$ cat src/design/kwc_pkg.sv
// Shared types, constants and character functions of the keyword word counter.
package kwc_pkg;

	// Configuration register layout.
	localparam int CFG_COUNT = 8;
	localparam int CFG_IDX_W = 3;
	localparam int SLOT_W    = 44;
	localparam int LEN_LSB   = 40;
	localparam int LEN_W     = 3;
	localparam int CLASS_BIT = 43;

	// Result field width and parameter defaults.
	localparam int OUT_W                 = 32;
	localparam int WORD_LIMIT_DEF        = 255;
	localparam int PATTERN_BYTES_DEF     = 5;
	localparam int PATTERN_SLOTS_DEF     = 8;
	localparam int COUNT_WIDTH_DEF       = 32;

	typedef logic [7:0]        byte_t;
	typedef logic [SLOT_W-1:0] slot_t;

	// Reset contents: five war stems, one peace stem, two empty slots.
	localparam slot_t CFG_RESET [CFG_COUNT] = '{
		44'd4402038042338, 44'd4402037780194, 44'd4402037976802,
		44'd3298551590626, 44'd6463437532898, 44'd12094643693804,
		44'd0, 44'd0
	};

	// Case folding constants.
	localparam byte_t FOLD_OFFSET = 8'd32;
	localparam byte_t YO_UPPER    = 8'd168;
	localparam byte_t YO_LOWER    = 8'd184;

	typedef enum logic [1:0] {
		VERDICT_EQUAL = 2'd0,
		VERDICT_WAR   = 2'd1,
		VERDICT_PEACE = 2'd2
	} verdict_t;

	// Per-byte classification handed from the matcher to the word state.
	typedef struct packed {
		logic  delim;
		byte_t folded;
		logic  war_match;
		logic  peace_match;
	} match_t;

	// True for bytes that end a word.
	function automatic logic is_delim(input byte_t c);
		return c inside {8'h00, 8'h20, 8'h09, 8'h0A, 8'h0D, 8'h2E, 8'h2C, 8'h3B,
			8'h3A, 8'h21, 8'h3F, 8'h22, 8'h28, 8'h29, 8'h5B, 8'h5D, 8'h7B,
			8'h7D, 8'h2D};
	endfunction

	// Lower-case Latin and CP1251 Cyrillic letters.
	function automatic byte_t fold(input byte_t c);
		byte_t r;
		case (c) inside
			[8'h41:8'h5A], [8'hC0:8'hDF]: r = c + FOLD_OFFSET;
			YO_UPPER: r = YO_LOWER;
			default: r = c;
		endcase
		return r;
	endfunction

endpackage

$ cat src/design/keyword_word_counter.sv
// Keyword word counter: input register, word state, counters and result register.
//
// Text enters one byte per transaction on the byte channel (text_byte,
// end_of_text, byte_valid, byte_stall). Bytes are split into words at
// delimiters, case-folded, and each word counts once per class if any
// pattern of that class ends within its first WORD_LIMIT bytes.
// A byte marked end_of_text closes the text: one transaction on the
// result channel carries both saturated totals and the verdict, and all
// word and counter state returns to zero.
// Throughput is one byte per cycle while byte_stall is low; a byte is
// registered in the input register on acceptance and processed from there,
// and result_valid rises once the totals of its closing byte are loaded into
// the result register. The rate is set by the update of the history and counters.
// While a result waits under result_stall, ordinary bytes still flow; only
// a second closing byte holds byte_stall high until the result is taken.
// Pattern slots are written on the cfg channel (cfg_ready is always high)
// and are only to be written while no text is in flight.
// Reset (arst_n low) restores the built-in patterns and clears the valid flags,
// word state and counters; no clearing pass is needed.
module keyword_word_counter #(
	parameter int WORD_LIMIT    = kwc_pkg::WORD_LIMIT_DEF,
	parameter int PATTERN_BYTES = kwc_pkg::PATTERN_BYTES_DEF,
	parameter int PATTERN_SLOTS = kwc_pkg::PATTERN_SLOTS_DEF,
	parameter int COUNT_WIDTH   = kwc_pkg::COUNT_WIDTH_DEF
) (
	input  logic                          clk,
	input  logic                          arst_n,
	input  logic                          byte_valid,
	output logic                          byte_stall,
	input  kwc_pkg::byte_t                text_byte,
	input  logic                          end_of_text,
	output logic                          result_valid,
	input  logic                          result_stall,
	output logic [kwc_pkg::OUT_W-1:0]     war_total,
	output logic [kwc_pkg::OUT_W-1:0]     peace_total,
	output kwc_pkg::verdict_t             verdict,
	input  logic                          cfg_valid,
	output logic                          cfg_ready,
	input  logic [kwc_pkg::CFG_IDX_W-1:0] cfg_index,
	input  kwc_pkg::slot_t                cfg_data
);
	import kwc_pkg::*;

	localparam int WL_W = $clog2(WORD_LIMIT + 1);

	slot_t            slots [CFG_COUNT];
	logic             valid_s1;
	byte_t            byte_s1;
	logic             eot_s1;
	logic             advance;
	match_t           m;
	byte_t            hist_q [PATTERN_BYTES];
	logic [WL_W-1:0]  word_len_q;
	logic             war_hit_q;
	logic             peace_hit_q;
	logic [COUNT_WIDTH-1:0] war_cnt_q;
	logic [COUNT_WIDTH-1:0] peace_cnt_q;
	logic             take;
	logic             close;
	logic [WL_W-1:0]  wl_upd;
	logic             war_upd;
	logic             peace_upd;
	logic [COUNT_WIDTH-1:0] war_next;
	logic [COUNT_WIDTH-1:0] peace_next;
	logic [OUT_W-1:0] war_clamp;
	logic [OUT_W-1:0] peace_clamp;
	verdict_t         verdict_next;
	logic             out_valid_q;

	kwc_cfg_regs u_cfg (
		.clk       (clk),
		.arst_n    (arst_n),
		.cfg_valid (cfg_valid),
		.cfg_ready (cfg_ready),
		.cfg_index (cfg_index),
		.cfg_data  (cfg_data),
		.slots     (slots)
	);

	kwc_match #(
		.WORD_LIMIT    (WORD_LIMIT),
		.PATTERN_BYTES (PATTERN_BYTES),
		.PATTERN_SLOTS (PATTERN_SLOTS)
	) u_match (
		.text_byte (byte_s1),
		.hist      (hist_q),
		.word_len  (word_len_q),
		.slots     (slots),
		.result    (m)
	);

	// Flow control: only a closing byte waits, and only for the result register.
	assign advance    = valid_s1 && (!eot_s1 || !out_valid_q || !result_stall);
	assign byte_stall = valid_s1 && !advance;

	// Input register.
	always_ff @(posedge clk or negedge arst_n) begin
		if (!arst_n) begin
			valid_s1 <= 1'b0;
		end else if (!byte_stall) begin
			valid_s1 <= byte_valid;
		end
	end

	always_ff @(posedge clk) begin
		if (byte_valid && !byte_stall) begin
			byte_s1 <= text_byte;
			eot_s1  <= end_of_text;
		end
	end

	// Word update: a byte is taken until the word limit, then ignored.
	always_comb begin
		take      = !m.delim && (word_len_q < WL_W'(WORD_LIMIT));
		close     = m.delim || eot_s1;
		wl_upd    = take ? word_len_q + WL_W'(1) : word_len_q;
		war_upd   = war_hit_q || (take && m.war_match);
		peace_upd = peace_hit_q || (take && m.peace_match);
		war_next  = war_cnt_q;
		peace_next = peace_cnt_q;
		if (close && wl_upd != '0) begin
			if (war_upd && war_cnt_q != '1) war_next = war_cnt_q + 1'b1;
			if (peace_upd && peace_cnt_q != '1) peace_next = peace_cnt_q + 1'b1;
		end
	end

	// Verdict on the full-width counters.
	always_comb begin
		if (war_next > peace_next) verdict_next = VERDICT_WAR;
		else if (peace_next > war_next) verdict_next = VERDICT_PEACE;
		else verdict_next = VERDICT_EQUAL;
	end

	// Totals fitted to the result field width, saturating when narrower.
	generate
		if (COUNT_WIDTH > OUT_W) begin : g_clamp
			assign war_clamp   = (|war_next[COUNT_WIDTH-1:OUT_W]) ? '1 : war_next[OUT_W-1:0];
			assign peace_clamp = (|peace_next[COUNT_WIDTH-1:OUT_W]) ? '1 :
				peace_next[OUT_W-1:0];
		end else begin : g_extend
			assign war_clamp   = OUT_W'(war_next);
			assign peace_clamp = OUT_W'(peace_next);
		end
	endgenerate

	// Word history, hit flags and counters.
	always_ff @(posedge clk or negedge arst_n) begin
		if (!arst_n) begin
			for (int i = 0; i < PATTERN_BYTES; i++) hist_q[i] <= '0;
			word_len_q  <= '0;
			war_hit_q   <= 1'b0;
			peace_hit_q <= 1'b0;
			war_cnt_q   <= '0;
			peace_cnt_q <= '0;
		end else if (advance) begin
			if (close) begin
				for (int i = 0; i < PATTERN_BYTES; i++) hist_q[i] <= '0;
				word_len_q  <= '0;
				war_hit_q   <= 1'b0;
				peace_hit_q <= 1'b0;
			end else if (take) begin
				hist_q[0] <= m.folded;
				for (int i = 1; i < PATTERN_BYTES; i++) hist_q[i] <= hist_q[i-1];
				word_len_q  <= wl_upd;
				war_hit_q   <= war_upd;
				peace_hit_q <= peace_upd;
			end
			if (eot_s1) begin
				war_cnt_q   <= '0;
				peace_cnt_q <= '0;
			end else begin
				war_cnt_q   <= war_next;
				peace_cnt_q <= peace_next;
			end
		end
	end

	// Result register.
	always_ff @(posedge clk or negedge arst_n) begin
		if (!arst_n) begin
			out_valid_q <= 1'b0;
		end else if (advance && eot_s1) begin
			out_valid_q <= 1'b1;
		end else if (!result_stall) begin
			out_valid_q <= 1'b0;
		end
	end

	always_ff @(posedge clk) begin
		if (advance && eot_s1) begin
			war_total   <= war_clamp;
			peace_total <= peace_clamp;
			verdict     <= verdict_next;
		end
	end

	assign result_valid = out_valid_q;

`ifndef ASSERT_OFF
	// The word length never passes the examined limit.
	a_len_limit: assert property (@(posedge clk) disable iff (!arst_n)
		32'(word_len_q) <= WORD_LIMIT)
		else $error("word length beyond limit");

	// A closing byte leaves all counting state cleared.
	a_eot_clears: assert property (@(posedge clk) disable iff (!arst_n)
		advance && eot_s1 |=> war_cnt_q == '0 && peace_cnt_q == '0 && word_len_q == '0)
		else $error("state not cleared after end of text");

	// Input is held back only for a closing byte facing a full result register.
	a_stall_cause: assert property (@(posedge clk) disable iff (!arst_n)
		byte_stall |-> valid_s1 && eot_s1 && out_valid_q && result_stall)
		else $error("input stalled without cause");

	// Verdict is war whenever the reported war total exceeds the peace total.
	a_verdict: assert property (@(posedge clk) disable iff (!arst_n)
		out_valid_q && war_total > peace_total |-> verdict == VERDICT_WAR)
		else $error("verdict disagrees with totals");
`endif

endmodule

$ cat src/design/kwc_cfg_regs.sv
// Pattern slot registers written through the configuration channel.
module kwc_cfg_regs (
	input  logic                          clk,
	input  logic                          arst_n,
	input  logic                          cfg_valid,
	output logic                          cfg_ready,
	input  logic [kwc_pkg::CFG_IDX_W-1:0] cfg_index,
	input  kwc_pkg::slot_t                cfg_data,
	output kwc_pkg::slot_t                slots [kwc_pkg::CFG_COUNT]
);
	import kwc_pkg::*;

	slot_t slot_q [CFG_COUNT];

	// Writes are always taken.
	assign cfg_ready = 1'b1;

	// Slot storage, reset to the built-in stems.
	always_ff @(posedge clk or negedge arst_n) begin
		if (!arst_n) begin
			for (int i = 0; i < CFG_COUNT; i++) slot_q[i] <= CFG_RESET[i];
		end else if (cfg_valid && cfg_ready) begin
			slot_q[cfg_index] <= cfg_data;
		end
	end

	assign slots = slot_q;

endmodule

$ cat src/design/kwc_match.sv
// Folds one byte and compares all pattern slots against the updated history.
module kwc_match #(
	parameter int WORD_LIMIT    = kwc_pkg::WORD_LIMIT_DEF,
	parameter int PATTERN_BYTES = kwc_pkg::PATTERN_BYTES_DEF,
	parameter int PATTERN_SLOTS = kwc_pkg::PATTERN_SLOTS_DEF,
	localparam int WL_W         = $clog2(WORD_LIMIT + 1)
) (
	input  kwc_pkg::byte_t  text_byte,
	input  kwc_pkg::byte_t  hist [PATTERN_BYTES],
	input  logic [WL_W-1:0] word_len,
	input  kwc_pkg::slot_t  slots [kwc_pkg::CFG_COUNT],
	output kwc_pkg::match_t result
);
	import kwc_pkg::*;

	byte_t newh [PATTERN_BYTES];

	// History as it stands once this byte is shifted in, newest first.
	always_comb begin
		newh[0] = fold(text_byte);
		for (int i = 1; i < PATTERN_BYTES; i++) newh[i] = hist[i-1];
	end

	// Every slot compared in parallel; lengths above the history depth are clamped.
	always_comb begin
		logic [LEN_W-1:0] eff;
		logic             hit;
		logic             eq;
		result.delim       = is_delim(text_byte);
		result.folded      = newh[0];
		result.war_match   = 1'b0;
		result.peace_match = 1'b0;
		for (int s = 0; s < PATTERN_SLOTS; s++) begin
			eff = slots[s][LEN_LSB +: LEN_W];
			if (eff > LEN_W'(PATTERN_BYTES)) eff = LEN_W'(PATTERN_BYTES);
			hit = 1'b0;
			for (int l = 1; l <= PATTERN_BYTES; l++) begin
				eq = (32'(word_len) >= l - 1);
				for (int i = 0; i < l; i++) begin
					if (slots[s][8*i +: 8] != newh[l-1-i]) eq = 1'b0;
				end
				if (eff == LEN_W'(l) && eq) hit = 1'b1;
			end
			if (hit) begin
				if (slots[s][CLASS_BIT]) result.peace_match = 1'b1;
				else result.war_match = 1'b1;
			end
		end
	end

endmodule
$ cat config.mk
export PLATFORM = sky130hd
export DESIGN_NAME = keyword_word_counter
export DESIGN_NICKNAME = d
export VERILOG_FILES = /design/src/design/kwc_pkg.sv /design/src/design/keyword_word_counter.sv /design/src/design/kwc_cfg_regs.sv /design/src/design/kwc_match.sv
export SDC_FILE = /design/constraint.sdc
export NUM_CORES = 2
export LEC_CHECK = 0
export ABC_AREA = 1
export BUFFER_PORTS_ARGS = -buffer_cell sky130_fd_sc_hd__buf_2
export CAP_MARGIN = 5
export CORE_ASPECT_RATIO = 1.2
export CORE_MARGIN = 2
export CORE_UTILIZATION = 25
export CTS_BUF_LIST = sky130_fd_sc_hd__clkbuf_8
export DETAILED_ROUTE_END_ITERATION = 16
export PLACE_DENSITY_LB_ADDON = 0.05
export SLEW_MARGIN = 20
export SYNTH_ARGS = -nofsm -noshare
export SYNTH_HDL_FRONTEND = slang
export SYNTH_SLANG_ARGS = --single-unit
$ cat constraint.sdc
create_clock -name clk -period 11.7 [get_ports clk]
set_clock_uncertainty 0.05 [all_clocks]
set_input_delay 1.17 -clock clk [delete_from_list [all_inputs] [get_ports clk]]
set_output_delay 1.17 -clock clk [all_outputs]
set_load 0.02 [all_outputs]
==> results.md <==
* Die Ht at 421 um
* Vias per Instance at 5.26
* Most used cell, CP: nand2_1
* First-pass GRT wire length at 313 mm
* Tcrit/Tclk final at 69.8%
* Place WS at 3520 ps
* CTS Buf Count at 105
* Die ar. at 0.148 mm2
* Most common flop cell mapped by yosys: dfrtp_1
* P&R area growth vs syn at 13.6%
* CP Launch Type: flop
* Die width at 351 um
* Area of the core at 0.144 mm2
* Syn avg cell area at 6.91 um2
* Status: completed
* Gr usage total at 30.7%
* Hold/Removal Path Class: in -> async
* Port buffer count at 128
* Main combinational cell family by area after synthesis: simple AND/OR/NAND/NOR gates
* Final HPWL DP at 157 mm
* Pins over their slew limit at 0
* Total gr overflow at 0
* Initial Util at about a quarter
* Clock latency on the worst-skew pair at just under 900 ps
* Mux cell area share after synthesis at 0%
* Post-Synth Adder-Cell Area at 1.35%
* Final nets at ~5,400
* Worst-path maximum fanout at 33
* Buf+Inv Stages, Crit Path at 2
* Iter 0 DRT Violations at 4,250
* RD Place Congestion at ~0.96
* Crit Path Class: reg -> reg
* Tmin final at 8160 ps
* Endpoint class of the critical path: flop
* Post-Synth XOR/XNOR Area at between 7 and 8%
* Fin area at 0.0411 mm2
* Wirelength per Cell at around 32 um
* H-tree lvl count at 3
* Setup_tns at 0 ps
* CP arrival at just under 9000 ps
* Initial DRT Pass Iterations at 6
* Distinct cell type count after synthesis at 57
* DRC viols at 0
* Syn Nets at 5,344
* Fmax at 0.123 GHz
* Worst-Margin Slew at 1230 ps
* EDFF count, synth at 75
* Area of the mapped netlist at 0.0362 mm2
* Fin. Hold Viols at 0
* Crit-path max cell delay at 1040 ps
* Leak at 18.7 nW
* CTS sink count at 535
* Longest Clk Path Bufs at 3
* WL final at 232 mm
* Post-CTS setup buffers at 0
* DRT antenna net count at 0
* Post-DP Area at 0.0388 mm2
* Final WS setup at 3540 ps
* Clock root buffer: clkbuf_8
* Via count at a little under 40,000
* Synth async-reset ratio at 86.0%
* RSZ-0062 raised after global routing: no
* VDD IR max at 0.0872 mV
* # IOs at 130
* Clk slew on worst S/H paths at 60 ps
* Synthesis Warnings at 0
* CP required at 12,260 ps
* Largest net degree at the start of global routing at between 80 and 90
* Proportion of layout cells with a drive suffix above 1 at 11.2%
* Mapped Cells at 5,244
* # rows at 153
* Max cap viols at 0
* Sequential-to-total area share from yosys stat at 38.4%
* Gates resized, CTS repair at 0
* Power density over the cells at approximately 170 mW/mm2
* FF+latch count, synth at 535
* Post-CTS Hold Buffers at 0
* Synth Area in Compound Gates at 14.1%
* Slew margin rel. at approximately 18%
* CTS tree: built
* Post-synthesis simple-gate area fraction at around 29%
* Antenna violations before repair at 29
* Vias in the first global route at ~37,000
* Slowest CP cell: nand2_2
* Finish-stage setup viols at 0
* CP delay by family, top: simple AND/OR/NAND/NOR gates
[state kept, by name, indices dropped and copies added, names as in the netlist]
| register | cells |
|---|---|
| u_cfg.slots | 352 |
| hist_q | 32 |
| peace_cnt_q | 32 |
| peace_total | 32 |
| war_cnt_q | 32 |
| war_total | 32 |
| byte_s1 | 8 |
| word_len_q | 8 |
| verdict | 2 |
| eot_s1 | 1 |
| peace_hit_q | 1 |
| result_valid | 1 |
| valid_s1 | 1 |
| war_hit_q | 1 |
[worst reg2reg max path, delay by kind of cell, from the launching register on]
| family | cells | cell delay (ps) |
|---|---|---|
| AND/OR/NAND/NOR | 21 | 5150 |
| AO/OA/AOI/OAI | 5 | 1330 |
| flip-flops | 1 | 560 |
| adder cells (fa/ha/maj) | 2 | 480 |
| buffers and inverters | 2 | 380 |
[routing by layer]
| metal | track usage [%] | vias up | part of all wire, % |
|---|---|---|---|
| met2 | 49.2 | 2109 | 46 |
| li1 | - | 17000 | - |
| met3 | 5.70 | 678 | 7.9 |
| met5 | 0 | - | 0.041 |
| met1 | 37.3 | 18700 | 39 |
| met4 | 20.7 | 12 | 7.6 |
[report_power, final]
| group | switching (W) | internal [W] | total [W] |
|---|---|---|---|
| clock network | 0.000950 | 0.00116 | 0.00211 |
| registers | 0.000559 | 0.00221 | 0.00277 |
| logic | 0.00149 | 0.000629 | 0.00212 |
| total | 0.00299 | 0.00400 | 0.00699 |
[final cells by class]
cell class              instances  area [um2]
fillers                     16200      103000
repair buffers                230        1420
clock inverters                63         407
inverters                     498        1880
diodes                         20        50.0
flip-flops and latches        535       13900
well taps                    1937        2420
clock buffers                 137        1890
multi-input cells            3887       19100
[synthesized netlist by cell type, types with 2 or more instances]
library cell	count	share of area, %
buf_6	10	0.31
nand3b_1	11	0.23
dfrtp_1	336	23
buf_4	6	0.12
nor3b_1	3	0.062
nand4_1	76	1.3
buf_1	40	0.41
o211ai_1	9	0.19
o221ai_1	2	0.048
clkbuf_1	231	2.4
o22ai_1	173	3.0
o21ai_1	14	0.19
and2_1	3	0.052
edfxtp_1	75	6.2
nor4_1	13	0.22
inv_1	482	5.0
nand2_8	3	0.17
nor3_1	65	0.90
nand2_2	6	0.10
nor2_4	2	0.062
o21ai_0	641	8.9
xnor2_1	86	2.1
ha_1	39	1.3
or2_2	10	0.17
nor3_2	2	0.055
a211oi_1	3	0.062
dfstp_2	124	9.0
a22o_1	2	0.048
o21bai_1	11	0.23
buf_2	36	0.50
nand2_1	1548	16
nor2_1	570	5.9
a221oi_1	2	0.048
nand2_4	7	0.22
a21oi_1	66	0.91
o2111ai_1	12	0.29
nand3_1	241	3.3
clkinv_1	11	0.11
nor2_2	5	0.086
nand3_2	6	0.17
inv_2	4	0.041
xor2_1	243	5.9
[logic make-up (layout without fill, tap and decap cells)]
kind of cell / count (synthesis) / in the layout
xor gates and xnor gates: 329 / 329
and+or+nand+nor: 2575 / 2575
other: 1 / 21
buffers and inverters: 822 / 928
DFF: 535 / 535
adders and majority gates: 39 / 39
AOI/OAI and AO/OA: 943 / 943
[layout by cell type, fill, tap and decap left out, types with 5 or more instances in the layout]
master	n
a21oi_1	66
buf_2	127
buf_4	101
bufinv_16	5
clkbuf_8	137
clkinv_1	18
clkinv_2	10
dfrtp_1	321
dfrtp_2	15
dfstp_2	124
diode_2	20
edfxtp_1	75
ha_1	39
inv_1	513
inv_2	9
nand2_1	1542
nand2_2	11
nand2_4	8
nand3_1	240
nand3_2	6
nand3b_1	11
nand4_1	76
nor2_1	565
nor2_2	9
nor3_1	64
nor4_1	12
o2111ai_1	12
o211ai_1	9
o21ai_0	641
o21ai_1	14
o21bai_1	11
o22ai_1	173
or2_2	10
xnor2_1	86
xor2_1	243
[metrics by stage]
step                hold slack [ps]  util [%]  cells  total power (W)
finish                          253      28.5   7307          0.00699
global route                    285      28.5   7288          0.00731
CTS                             253      28.5   7287          0.00698
detailed placement              424      26.9   7087          0.00483
global placement                418      26.9   7086          0.00485
floorplan                       403         -   5244          0.00377
[worst paths after layout]
check	from	end	slack (ps)	cells past startpoint
worst max register to register	byte_s1[5]	verdict[1]	3540	30
worst min register to register	u_cfg.slots[341]	u_cfg.slots[341]	430	2
worst max-delay path	byte_s1[5]	verdict[1]	3540	30
min in group clk	u_cfg.slots[341]	u_cfg.slots[341]	430	2
max in group asynchronous	arst_n	peace_cnt_q[23]	9150	3
worst min-delay path	arst_n	war_cnt_q[7]	250	1
Power figures use the tool's default switching activity.
